[config.mk]
export PLATFORM = sky130hd
export DESIGN_NAME = pfd_popcount
export DESIGN_NICKNAME = d
export VERILOG_FILES = /design/src/rtl/core/assert_macros.svh /design/src/rtl/core/pfd_pkg.sv /design/src/rtl/core/pfd_popcount.sv
export SDC_FILE = /design/constraint.sdc
export NUM_CORES = 1
export LEC_CHECK = 0
export ABC_AREA = 1
export BUFFER_PORTS_ARGS = -buffer_cell sky130_fd_sc_hd__buf_2
export CAP_MARGIN = 25
export CORE_ASPECT_RATIO = 0.6
export CORE_MARGIN = 2
export CORE_UTILIZATION = 45
export CTS_CLUSTER_DIAMETER = 40
export DETAILED_ROUTE_END_ITERATION = 8
export PLACE_DENSITY = 0.68
export SYNTH_ARGS = -nofsm -noshare
export SYNTH_HDL_FRONTEND = slang
export SYNTH_SLANG_ARGS = --single-unit
[constraint.sdc]
create_clock -name clk_i -period 1.5 [get_ports clk_i]
set_clock_uncertainty 0.1 [all_clocks]
set_input_delay 0 -clock clk_i [delete_from_list [all_inputs] [get_ports clk_i]]
set_output_delay 0 -clock clk_i [all_outputs]
set_load 0.005 [all_outputs]
[src/rtl/core/assert_macros.svh]
// Shared assertion macros, clocked on the rising edge and off during reset.
`ifndef ASSERT_MACROS_SVH
`define ASSERT_MACROS_SVH

// Plain property check.
`define PFD_ASSERT(lbl, clk, rstn, prop) \
  lbl: assert property (@(posedge clk) disable iff (!rstn) (prop)) \
    else $error("assertion failed");

// Same-cycle implication.
`define PFD_ASSERT_IMPL(lbl, clk, rstn, ante, cons) \
  lbl: assert property (@(posedge clk) disable iff (!rstn) (ante) |-> (cons)) \
    else $error("implication failed");

// Next-cycle implication.
`define PFD_ASSERT_NEXT(lbl, clk, rstn, ante, cons) \
  lbl: assert property (@(posedge clk) disable iff (!rstn) (ante) |=> (cons)) \
    else $error("next-cycle implication failed");

`endif

[src/rtl/core/pfd_pkg.sv]
`default_nettype none

package pfd_pkg;

  localparam int DepthDefault = 64;
  localparam int LimitW       = 7;
  localparam int CountW       = 7;
  localparam logic [LimitW-1:0] LimitReset = 7'd64;
  localparam logic [CountW-1:0] CountMax   = 7'd127;

  typedef enum logic [1:0] {
    CMD_ADD = 2'd0,
    CMD_FWD = 2'd1,
    CMD_CNT = 2'd2,
    CMD_NOP = 2'd3
  } cmd_e;

  typedef enum logic [1:0] {
    S_IDLE = 2'd0,
    S_CMP  = 2'd1,
    S_SUM  = 2'd2,
    S_DONE = 2'd3
  } state_e;

  typedef struct packed {
    logic [31:0] ts;
    logic [15:0] dst;
    logic [15:0] src;
  } entry_t;

  typedef struct packed {
    logic [31:0] hi;
    logic [31:0] lo;
    logic [31:0] ts;
    logic [15:0] dst;
    logic [15:0] src;
  } key_t;

  typedef struct packed {
    logic shift;
    logic cmp_en;
    logic cmp_add;
  } cell_ctrl_t;

endpackage

`default_nettype wire

[src/rtl/core/pfd_popcount.sv]
`default_nettype none

module pfd_popcount #(
  parameter int DEPTH = pfd_pkg::DepthDefault
) (
  input  wire                          clk_i,
  input  wire  [DEPTH-1:0]             match_i,
  output logic [$clog2(DEPTH+1)-1:0]   sum_o
);

  localparam int CW = $clog2(DEPTH + 1);
  localparam int LV = $clog2(DEPTH);
  localparam int P  = 1 << LV;

  logic [CW-1:0] lvl0 [P];
  logic [CW-1:0] tree_q [LV:1][P];

  for (genvar n = 0; n < P; n++) begin : g_leaf
    if (n < DEPTH) begin : g_used
      assign lvl0[n] = CW'(match_i[n]);
    end else begin : g_pad
      assign lvl0[n] = '0;
    end
  end

  for (genvar l = 1; l <= LV; l++) begin : g_lvl
    for (genvar n = 0; n < P; n++) begin : g_node
      if (n < (P >> l)) begin : g_add
        if (l == 1) begin : g_first
          always_ff @(posedge clk_i) begin
            tree_q[l][n] <= CW'(lvl0[2*n] + lvl0[2*n+1]);
          end
        end else begin : g_upper
          always_ff @(posedge clk_i) begin
            tree_q[l][n] <= CW'(tree_q[l-1][2*n] + tree_q[l-1][2*n+1]);
          end
        end
      end else begin : g_idle
        always_ff @(posedge clk_i) begin
          tree_q[l][n] <= '0;
        end
      end
    end
  end

  assign sum_o = tree_q[LV][0];

endmodule

`default_nettype wire

Word-level counts from Yosys, hierarchy flattened
Memory sizes are Yosys's and may differ from the RTL's. Cells that the tools add are included.

Equal/unequal tests: 0. $lt $le $gt $ge: 0. Muxes and demuxes: 0. Shift-type cells: 0. Bitwise gates (word level): 0. Reductions and logical operators: 0. Div/mod/pow operators: 0. $add $sub $neg: 63. Multiply operators: 0.

Operators by type and width (number): $add A7 B7 Y7 (31); $add A1 B1 Y2 (32).

Memories kept: 1. Bits in writable memories: 864. Latch bits: 0. Bits in registers: 0. Input bits: 65. ROM bits: 0.

Memories: tree_q (depth 6, bits a word 144, rd ports 6, clocked after Yosys merged registers in 0, write ports 6, RTL line pfd_popcount.sv:16) `logic [CW-1:0] tree_q [LV:1][P];`.

Logic depth before layout (Yosys ltp)
An unclocked memory read counts as a cell.

Depth in word-level cells: 2. Mapped depth: 7. Gate-level depth less buffers: 7.

Least setup slack after synthesis
No wires, ideal clock.

Path type: register -> register. Start: reg, netlist name tree_q[2][130]. End: reg, netlist name tree_q[2][285]. Buffers on the path: 0. Data required time: 1.328 ns. Clock period less this slack: 1.416 ns. Path slack: 0.084 ns. Data arrival time: 1.245 ns. Stages on the path, launching flop included: 7. Cells stage by stage: dfxtp_1 ha_1 inv_1 fa_1 nand3b_1 nand2_1 xor2_1.

==> impl_metrics.env <==
export IMPL_outcome="complete, no violations"
export IMPL_syn_nets=771
export IMPL_cp_max_fo=2
export IMPL_regMostFlops="tree_q"
export IMPL_irDropWorstVdd_v=0.000721
export IMPL_worst_pin_slew_ns=0.191
export IMPL_core_sq_um=14500
export IMPL_cts_tree="built"
export IMPL_start_util=0.463
export IMPL_clkSinkCount=183
export IMPL_yosys_mux_area_fraction=0
export IMPL_holdWs_ns=0.245
export IMPL_rsz0062_at_grt="yes"
export IMPL_synth_edff_count=0
export IMPL_fill_cells=1125
export IMPL_synth_area_leaders="dfxtp_1 54%, ha_1 19%, fa_1 9.2%"
export IMPL_min_period_ns=1.44
export IMPL_dieHeight_microns=98.8
export IMPL_worstReg2RegEnd="tree_q[3][141]$_DFF_P_"
export IMPL_synth_cell_types=14
export IMPL_synth_adder_area_share=0.285
export IMPL_largest_register_ffs=183
export IMPL_cts_root_buffer="clkbuf_16"
export IMPL_multi_input_area_sq_um=2580
export IMPL_async_flop_share=0
export IMPL_required_ns=1.74
export IMPL_pin_count=72
export IMPL_synth_top_cell_area_share=0.543
export IMPL_hold_start="match_i[45]"
export IMPL_wl_per_cell_microns=10.7
export IMPL_synthFlopType="dfxtp_1"
export IMPL_grt_pass1_vias=4322
export IMPL_cp_arrival_ns=1.68
export IMPL_holdPathStages=3
export IMPL_power_density_nw_per_um2=1750
export IMPL_syn_cell_area_sq_um=6740
export IMPL_vias_per_cell=4.13
export IMPL_final_common_cell="dfxtp_1"
export IMPL_cts_clk_slew_worst_paths_ns=0.06
export IMPL_hold_class="primary input to flop"
export IMPL_synthXorXnorAreaFrac=0.0325
export IMPL_clockBufferDepth=2
export IMPL_totalWireLength_microns=10400
export IMPL_drt_iter0_markers=109
export IMPL_top_regs="tree_q x183"
export IMPL_vias=4001
export IMPL_syn_avg_cell_area_sq_um=11.8
export IMPL_gp_congestion=0.794
export IMPL_grt_max_degree=17
export IMPL_row_count=34
export IMPL_num_antenna_cells=0
export IMPL_final_antenna_net_count=0
export IMPL_synth_seq_cells=183
export IMPL_cts_buffers=17
export IMPL_final_cell_mix="180 x dfxtp_1, 140 x inv_1, 101 x ha_1, 96 x dlygate4sd3_1, 71 x buf_2"
export IMPL_drive_gt1_frac=0.149
export IMPL_htree_levels=4
export IMPL_synth_cells=571
export IMPL_synth_top_family_by_area="adder cells"
export IMPL_r2r_slack_ns=0.06
export IMPL_power_total_mw=15.7
export IMPL_final_hold_viol_count=0
export IMPL_path_class="flop to flop"
export IMPL_reg2reg_depth=6
export IMPL_areaGrowthSynthToFinish_pct=33.4
export IMPL_clock_latency_ns=0.41
export IMPL_yosys_warnings=0
export IMPL_final_util=0.618
export IMPL_r2r_start="tree_q[2][274]$_DFF_P_"
export IMPL_grt_overflow=0
export IMPL_drv_slew=0
export IMPL_max_cap_violations=0
export IMPL_drcViolationCount=0
export IMPL_period_share=0.961
export IMPL_endpoint_kind="flop"
export IMPL_first_pass_iters=4
export IMPL_max_freq_mhz=693
export IMPL_nets=961
export IMPL_synth_area_leader_cell="dfxtp_1"
export IMPL_hold_path_end="tree_q[0][163]$_DFF_P_"
export IMPL_setup_viol=0
export IMPL_io_buffers=71
export IMPL_slew_headroom=0.873
export IMPL_grt_antenna_before_repair=0
export IMPL_seq_area_sq_um=3670
export IMPL_grt_pass1_wl_microns=18300
export IMPL_synth_compound_area_frac=0.0230
export IMPL_start_kind="flop"
export IMPL_yosys_area_share_simple=0.0369
export IMPL_design_die_area_sq_um=16000
export IMPL_track_usage=0.145
export IMPL_post_dp_hpwl_microns=6970
export IMPL_synth_seq_area_share=0.543
export IMPL_die_w_microns=162
export IMPL_power_leakage_nw=4.51
cells by family (layout without fill, tap and decap cells):
| family | Yosys count | in the layout |
|---|---|---|
| DFF | 183 | 183 |
| and+or+nand+nor | 56 | 56 |
| xor gates and xnor gates | 25 | 25 |
| buffers and inverters | 142 | 342 |
| AOI/OAI and AO/OA | 30 | 30 |
| adders and majority gates | 135 | 135 |
worst max-delay path by stage:
stage                                      start                endpoint  slack, ns
after floorplan           tree_q[2][130]$_DFF_P_  tree_q[2][285]$_DFF_P_       0.08
after global placement    tree_q[2][274]$_DFF_P_  tree_q[3][141]$_DFF_P_       0.02
after detailed placement  tree_q[2][130]$_DFF_P_  tree_q[2][285]$_DFF_P_      -0.03
after CTS                 tree_q[2][274]$_DFF_P_  tree_q[3][141]$_DFF_P_       0.02
after global routing      tree_q[2][281]$_DFF_P_  tree_q[3][141]$_DFF_P_      -0.05
final                     tree_q[2][274]$_DFF_P_  tree_q[3][141]$_DFF_P_       0.06
power breakdown:
part,internal [mW],switching [mW],total [mW],leakage [nW]
registers,6.21,0.524,6.73,1.53
clock network,2.83,1.71,4.54,0.298
logic,2.21,2.25,4.46,2.68
critical path: stages (launching register included):
cell,delay (ns)
dfxtp_1,0.34
ha_4,0.14
inv_2,0.04
fa_2,0.36
nand3b_1,0.18
nand2_2,0.08
xor2_1,0.14
routing by layer:
metal / share of wire / up-vias / GRT usage
li1: - / 2125 / -
met1: 0.47 / 1811 / 0.172
met2: 0.48 / 56 / 0.255
met3: 0.032 / 9 / 0.0408
met4: 0.011 / 0 / 0.0511
met5: 0 / - / 0
layout make-up:
cell class                      count  area share
Multi-Input combinational cell    246       0.287
Tap cell                          198      0.0276
Clock inverter                      6      0.0128
Inverter                          142      0.0593
Timing Repair Buffer              171       0.150
Sequential cell                   183       0.408
Clock buffer                       23      0.0554
what timing repair did:
item                                   4_1_cts  5_1_grt
hold buffers                                96        0
resized for setup                            4       10
pin swaps                                    0        7
setup endpoints to repair                    4        4
buffers inserted                             0        4
endpoints found under the hold margin       64        0
synthesized netlist by cell type, types with 3 or more instances:
cell type  number
fa_1           31
inv_1         142
o21ai_0         3
nand3_1        18
nand3b_1        3
dfxtp_1       183
ha_1          104
xnor2_1        15
xor2_1         10
nand2_1        32
a21oi_1        25
through the flow:
step | setup TNS, ns | setup slack (ns) | instance area (sq um) | std cells
final | 0 | 0.0579 | 8990 | 969
after global routing | -0.0623 | -0.0485 | 8990 | 969
after CTS | 0 | 0.0240 | 8930 | 965
after detailed placement | -0.0556 | -0.0281 | 7340 | 840
after global placement | 0 | 0.0186 | 7340 | 840
after floorplan | 0 | 0.0835 | 6740 | 571
Power figures use the tool's default switching activity.
