--- src/rtl/core/assert_macros.svh ---
// Shared assertion macros, clocked on the rising edge and off during reset.
`ifndef ASSERT_MACROS_SVH
`define ASSERT_MACROS_SVH

// Plain property check.
`define PFD_ASSERT(lbl, clk, rstn, prop) \
  lbl: assert property (@(posedge clk) disable iff (!rstn) (prop)) \
    else $error("assertion failed");

// Same-cycle implication.
`define PFD_ASSERT_IMPL(lbl, clk, rstn, ante, cons) \
  lbl: assert property (@(posedge clk) disable iff (!rstn) (ante) |-> (cons)) \
    else $error("implication failed");

// Next-cycle implication.
`define PFD_ASSERT_NEXT(lbl, clk, rstn, ante, cons) \
  lbl: assert property (@(posedge clk) disable iff (!rstn) (ante) |=> (cons)) \
    else $error("next-cycle implication failed");

`endif

--- src/rtl/core/pfd_pkg.sv ---
`default_nettype none

package pfd_pkg;

  localparam int DepthDefault = 64;
  localparam int LimitW       = 7;
  localparam int CountW       = 7;
  localparam logic [LimitW-1:0] LimitReset = 7'd64;
  localparam logic [CountW-1:0] CountMax   = 7'd127;

  typedef enum logic [1:0] {
    CMD_ADD = 2'd0,
    CMD_FWD = 2'd1,
    CMD_CNT = 2'd2,
    CMD_NOP = 2'd3
  } cmd_e;

  typedef enum logic [1:0] {
    S_IDLE = 2'd0,
    S_CMP  = 2'd1,
    S_SUM  = 2'd2,
    S_DONE = 2'd3
  } state_e;

  typedef struct packed {
    logic [31:0] ts;
    logic [15:0] dst;
    logic [15:0] src;
  } entry_t;

  typedef struct packed {
    logic [31:0] hi;
    logic [31:0] lo;
    logic [31:0] ts;
    logic [15:0] dst;
    logic [15:0] src;
  } key_t;

  typedef struct packed {
    logic shift;
    logic cmp_en;
    logic cmp_add;
  } cell_ctrl_t;

endpackage

`default_nettype wire

--- src/rtl/core/pfd_cell.sv ---
`default_nettype none

module pfd_cell (
  input  wire               clk_i,
  input  wire               rst_ni,
  input  pfd_pkg::cell_ctrl_t ctrl_i,
  input  wire               wr_sel_i,
  input  wire               occupied_i,
  input  pfd_pkg::key_t     key_i,
  input  pfd_pkg::entry_t   next_i,
  output pfd_pkg::entry_t   entry_o,
  output logic              match_o
);

  pfd_pkg::entry_t entry_q, entry_d;
  logic            match_q, match_d;
  logic            hit_add, hit_cnt;

  always_comb begin
    hit_add = (entry_q.src == key_i.src) && (entry_q.dst == key_i.dst) &&
              (entry_q.ts == key_i.ts);
    hit_cnt = (entry_q.dst == key_i.dst) && (entry_q.ts >= key_i.lo) &&
              (entry_q.ts <= key_i.hi);
    match_d = match_q;
    if (ctrl_i.cmp_en) begin
      match_d = occupied_i && (ctrl_i.cmp_add ? hit_add : hit_cnt);
    end
    entry_d = entry_q;
    if (wr_sel_i) begin
      entry_d.src = key_i.src;
      entry_d.dst = key_i.dst;
      entry_d.ts  = key_i.ts;
    end else if (ctrl_i.shift) begin
      entry_d = next_i;
    end
  end

  always_ff @(posedge clk_i) begin
    entry_q <= entry_d;
  end

  always_ff @(posedge clk_i or negedge rst_ni) begin
    if (!rst_ni) begin
      match_q <= 1'b0;
    end else begin
      match_q <= match_d;
    end
  end

  assign entry_o = entry_q;
  assign match_o = match_q;

endmodule

`default_nettype wire

--- config.mk ---
export PLATFORM = sky130hd
export DESIGN_NAME = pfd_cell
export DESIGN_NICKNAME = d
export VERILOG_FILES = /design/src/rtl/core/assert_macros.svh /design/src/rtl/core/pfd_pkg.sv /design/src/rtl/core/pfd_cell.sv
export SDC_FILE = /design/constraint.sdc
export NUM_CORES = 1
export LEC_CHECK = 0
export ABC_CLOCK_PERIOD_IN_PS = 2590
export BUFFER_PORTS_ARGS = -buffer_cell sky130_fd_sc_hd__buf_2
export CAP_MARGIN = 20
export CORE_MARGIN = 5
export CORE_UTILIZATION = 40
export CTS_CLUSTER_DIAMETER = 50
export DETAILED_ROUTE_END_ITERATION = 7
export PLACE_DENSITY = 0.72
export SYNTH_ARGS = -nofsm -noshare
export SYNTH_HDL_FRONTEND = slang
export SYNTH_SLANG_ARGS = --single-unit
export TNS_END_PERCENT = 10
--- constraint.sdc ---
create_clock -name clk_i -period 2.59 [get_ports clk_i]
set_input_delay 0.518 -clock clk_i [delete_from_list [all_inputs] [get_ports clk_i]]
set_output_delay 0.518 -clock clk_i [all_outputs]
set_load 0.01 [all_outputs]
After elaboration in Yosys (flattened, before gate mapping). Index checks and enable logic that the tools add are counted.

Bits in registers: 65. Bits in latches: 0. RAM bits: 0. Bits in read-only memories: 0. Bits of input ports: 199. Output and inout port bits: 65. Word-level logic and storage cells: 18. Memories kept: 0.

Add/sub/neg operators: 0. Multiply operators: 0. Divide/modulo/power cells: 0. $lt $le $gt $ge: 2. Eq/ne operators: 3. Shifts and indexed selects: 0. Multiplexer cells: 3. Bitwise gates (word level): 0. Reductions and logical operators: 6.

Operators with widths (number): 2-to-1 mux 64 bit (2); equality test 16 bit (2); equality test 32 bit (1); >= comparator 32 bit (1); <= comparator 32 bit (1); logical AND 1 bit (5); nonzero test 2 bit (1); 2-to-1 mux 1 bit (1).

Logic depth before layout (Yosys ltp).
Depth in word-level cells: 5. Gate-level depth with buffers: 8. Depth with buffers taken out: 8.

Worst setup path after synthesis. No wires, ideal clock.

Path type: in2reg. Start: input port wr_sel_i. End: register entry_q, in the netlist entry_o[0], enable pin. Setup time: 0.394 ns. Data arrival time: 1.913 ns. Required time: 2.196 ns. Path slack: 0.283 ns. Stages: 3. Buffers on the path: 2. Path through: clkbuf_1 > buf_2 > or2_2.

Word-level cells in the longest chain between the ends: 1.

RTL lines: from (decl) (line pfd_cell.sv:7) `input wire wr_sel_i,`; nonzero test 2 bit (no line); to (signal assigned) (line pfd_cell.sv:39) `entry_q <= entry_d;`; to (decl) (line pfd_cell.sv:15) `pfd_pkg::entry_t entry_q, entry_d;`.

Every way passes these cells. A chain may end at the register's enable or synchronous reset.

Worst setup path after layout.
Start: register entry_q, in the netlist entry_o[33]. End: register match_q (netlist: match_o).

Word-level cells in the longest chain between the ends: 5. Elaborated cells between the ends (all ways): 8. Classes of those cells: order compare (2); eq/ne (1); mux (1); reduce/logical (4).

RTL lines: >= comparator 32 bit (line pfd_cell.sv:22) `hit_cnt = (entry_q.dst == key_i.dst) && (entry_q.ts >= key_i.lo) &&`; logical AND 1 bit (2 in series) (line pfd_cell.sv:22); 2-to-1 mux 1 bit * (line pfd_cell.sv:26) `match_d = occupied_i && (ctrl_i.cmp_add ? hit_add : hit_cnt);`; logical AND 1 bit * (line pfd_cell.sv:26); to (signal assigned) (line pfd_cell.sv:46) `match_q <= match_d;`; to (decl) (line pfd_cell.sv:16) `logic match_q, match_d;`.

Mark *: on every way between the ends. The rest lies on a longest branch, timed or not.

==> metrics.txt <==
Worst Tran Pin Value approximately 0.35 ns; nets@finish ~990; antenna violations before repair 4; Die X between 100 and 150 um; gr usage total 0.218; drc violations 0; Cells after Synth 458; Avg WL per Cell 18.2 um; syn avg cell area 11.0 um^2; die area around 15000 um^2; status completed; Seq cells post-synth 65; Layout Cells excl Fill ~910; Slew Limit Fails 0; TritonCTS Buffers 9; worst hold path depth 2; DRT Pass-1 Iters 4; HPWL after DPL about 14 mm; Crit. End Element flop; H-tree depth 3; min Tclk post-route 2.04 ns; initial core utilization 0.404; crit share post-route 0.787; Layout Area Growth over Synthesis 37.3%; PD cells 532 nW/um^2; Final Power approximately 3.7 mW; Max stage delay on crit path 0.45 ns; maximum VDD drop between 300 and 400 uV; core area 12500 um^2; Crit-path slowest cell edfxtp_1; Detailed Route Iter0 Violations ~120; Setup Crit Path Kind reg2reg; Crit Path Max Fanout 4; Setup Fix Bufs, Post-CTS 0; clock latency on the worst-skew pair 0.33 ns; clk sink count 65; pre-CTS WS approximately 0.37 ns; Bufs on Longest Clock Path 2; CP arrival between 2 and 2.5 ns; YS warnings 0; vias per cell 4.97; max_cap viols 0; sequential share of the synthesized area 0.386; clock skew ~0.0081 ns; CTS tree yes; synth top area cells edfxtp_1 38%, ha_1 16%, mux2_2 14%, xnor2_1 8.5%, inv_1 4.9%; grt ovf 0; Top Ports approximately 260; Port Buffer Count approximately 260; fraction of layout cells with a size suffix above 1 0.473; Placer Congestion 0.859; leakage around 3.4 nW; clock slew at reported path FFs 0.06 ns; root buffer cell clkbuf_16; Worst Path Required 2.80 ns; Max Freq between 400 and 500 MHz; filler instances roughly 1100; final hold vios 0; Fin Setup TNS 0 ns; final wirelength between 15 and 20 mm; global-route wire length before repair 24.7 mm; Slew Limit Headroom 0.765; vias in the first global route 4910; CP startpoint kind flop; RSZ-0062 raised after global routing false; FP Rows slightly above 40; CP cell instances ha_1 > nor2b_1 > o211a_1 > o311ai_1 > nand3_1 > a21o_1 > a31o_1; r2r worst-path depth 7; number of routed nets with antenna violations 0; detailed-route via count around 4500; Setup WS post-layout between 0.5 and 0.6 ns; Hold Path Class in2reg; dominant cell type by area after synthesis edfxtp_1; cell area after synthesis roughly 5000 um^2; share of the synthesized area in the top cell type 0.382; placed insts just under 900; Post-Syn Nets between 700 and 800; final setup vio count 0; largest net degree at the start of global routing 43; Unique masters post-synth 37; DIE HEIGHT 122 um
[cells in the final DEF (no fill, tap or decap), types with 5 or more instances in the layout]
master     count
nand3_1       10
mux2_2        64
clkbuf_16      9
xor2_1        15
nand2_1       21
buf_2        263
inv_1         66
nor2_1         6
nand4_1       19
a21oi_1       26
and4_1         5
xnor2_1       49
edfxtp_1      64
ha_1          64
o21ai_0        7
[state kept, by name (all words and copies together), names as in the netlist]
name     count
entry_o     64
match_o      1
[area by class of cell]
cell class | count | area, um^2 | share of cell area
Timing Repair Buffer | 269 | 1390 | 0.201
Antenna cell | 2 | 5.00 | 0.000724
Multi-Input combinational cell | 320 | 2810 | 0.407
Clock buffer | 9 | 225 | 0.0326
Tap cell | 172 | 215 | 0.0311
Clock inverter | 5 | 72.6 | 0.0105
Inverter | 66 | 248 | 0.0358
Sequential cell | 65 | 1950 | 0.282
[layer usage]
layer	global-route usage	vias to the layer above	wire length, um
li1	-	2202	-
met1	0.234	2076	6120
met2	0.394	189	8430
met3	0.0705	44	1390
met4	0.0889	4	519
met5	0	-	34
[power by group]
| group | switching (mW) | internal, mW |
|---|---|---|
| sequential | 0.126 | 1.30 |
| clock | 0.440 | 0.823 |
| combinational | 0.491 | 0.501 |
| total | 1.06 | 2.62 |
[repair_timing]
item                                    in CTS  in global routing
gates resized for setup                      0                  0
endpoints found under the setup margin       0                  0
hold buffers                                 1                  0
endpoints found under the hold margin        1                  0
[logic make-up after synthesis]
logic type	Yosys count	synth area share
flops	65	0.386
mux	64	0.143
fa+ha+maj	64	0.159
compound gates	49	0.0576
simple gates	79	0.0869
xor+xnor	64	0.111
buf+inv	73	0.0556
[critical path, delay by kind of cell (launching register included)]
family / cells / cell delay, ns
simple gates: 2 / 0.31
compound gates: 4 / 0.84
fa+ha+maj: 1 / 0.33
flops: 1 / 0.45
[synthesized netlist by cell type]
cell type and n:
ha_1 64, o211a_1 1, a22oi_1 1, o21ai_1 1, o21ai_0 7, a31oi_1 1, nor4_1 4, mux2_2 64
edfxtp_1 64, nor2_1 6, buf_2 5, o211ai_1 1, and2_1 1, xor2_1 15, a211oi_1 1, nand2_1 21
inv_1 66, and4_1 5, o311ai_1 1, clkbuf_1 2, a21o_1 1, nand3b_1 1, nor3_1 3, or4_1 1
a21oi_1 26, dfrtp_1 1, nand3_1 10, o22ai_1 2, or2_2 1, a31o_1 1, nand4_1 19, xnor2_1 49
or2_0 1, o32ai_1 1, a221oi_1 4, nor4_2 2, nor2b_1 4
[through the flow]
stage	hold slack [ns]	utilization	cell area, um^2
after floorplan	0.222	-	5040
after global placement	0.295	0.530	6600
after detailed placement	0.298	0.530	6600
after CTS	0.479	0.554	6910
after global routing	0.483	0.555	6910
final	0.490	0.555	6910
[path summary, 6_finish.rpt]
kind / start / end / slack [ns]
hold reg to reg: match_o / match_o / 0.64
max in group asynchronous: rst_ni / match_o / 1.96
setup reg to reg: entry_o[33] / match_o / 0.55
hold / removal: next_i[36] / entry_o[36] / 0.49
setup / recovery: entry_o[33] / match_o / 0.55
min in group asynchronous: rst_ni / match_o / 0.55
Power figures use the tool's default switching activity.
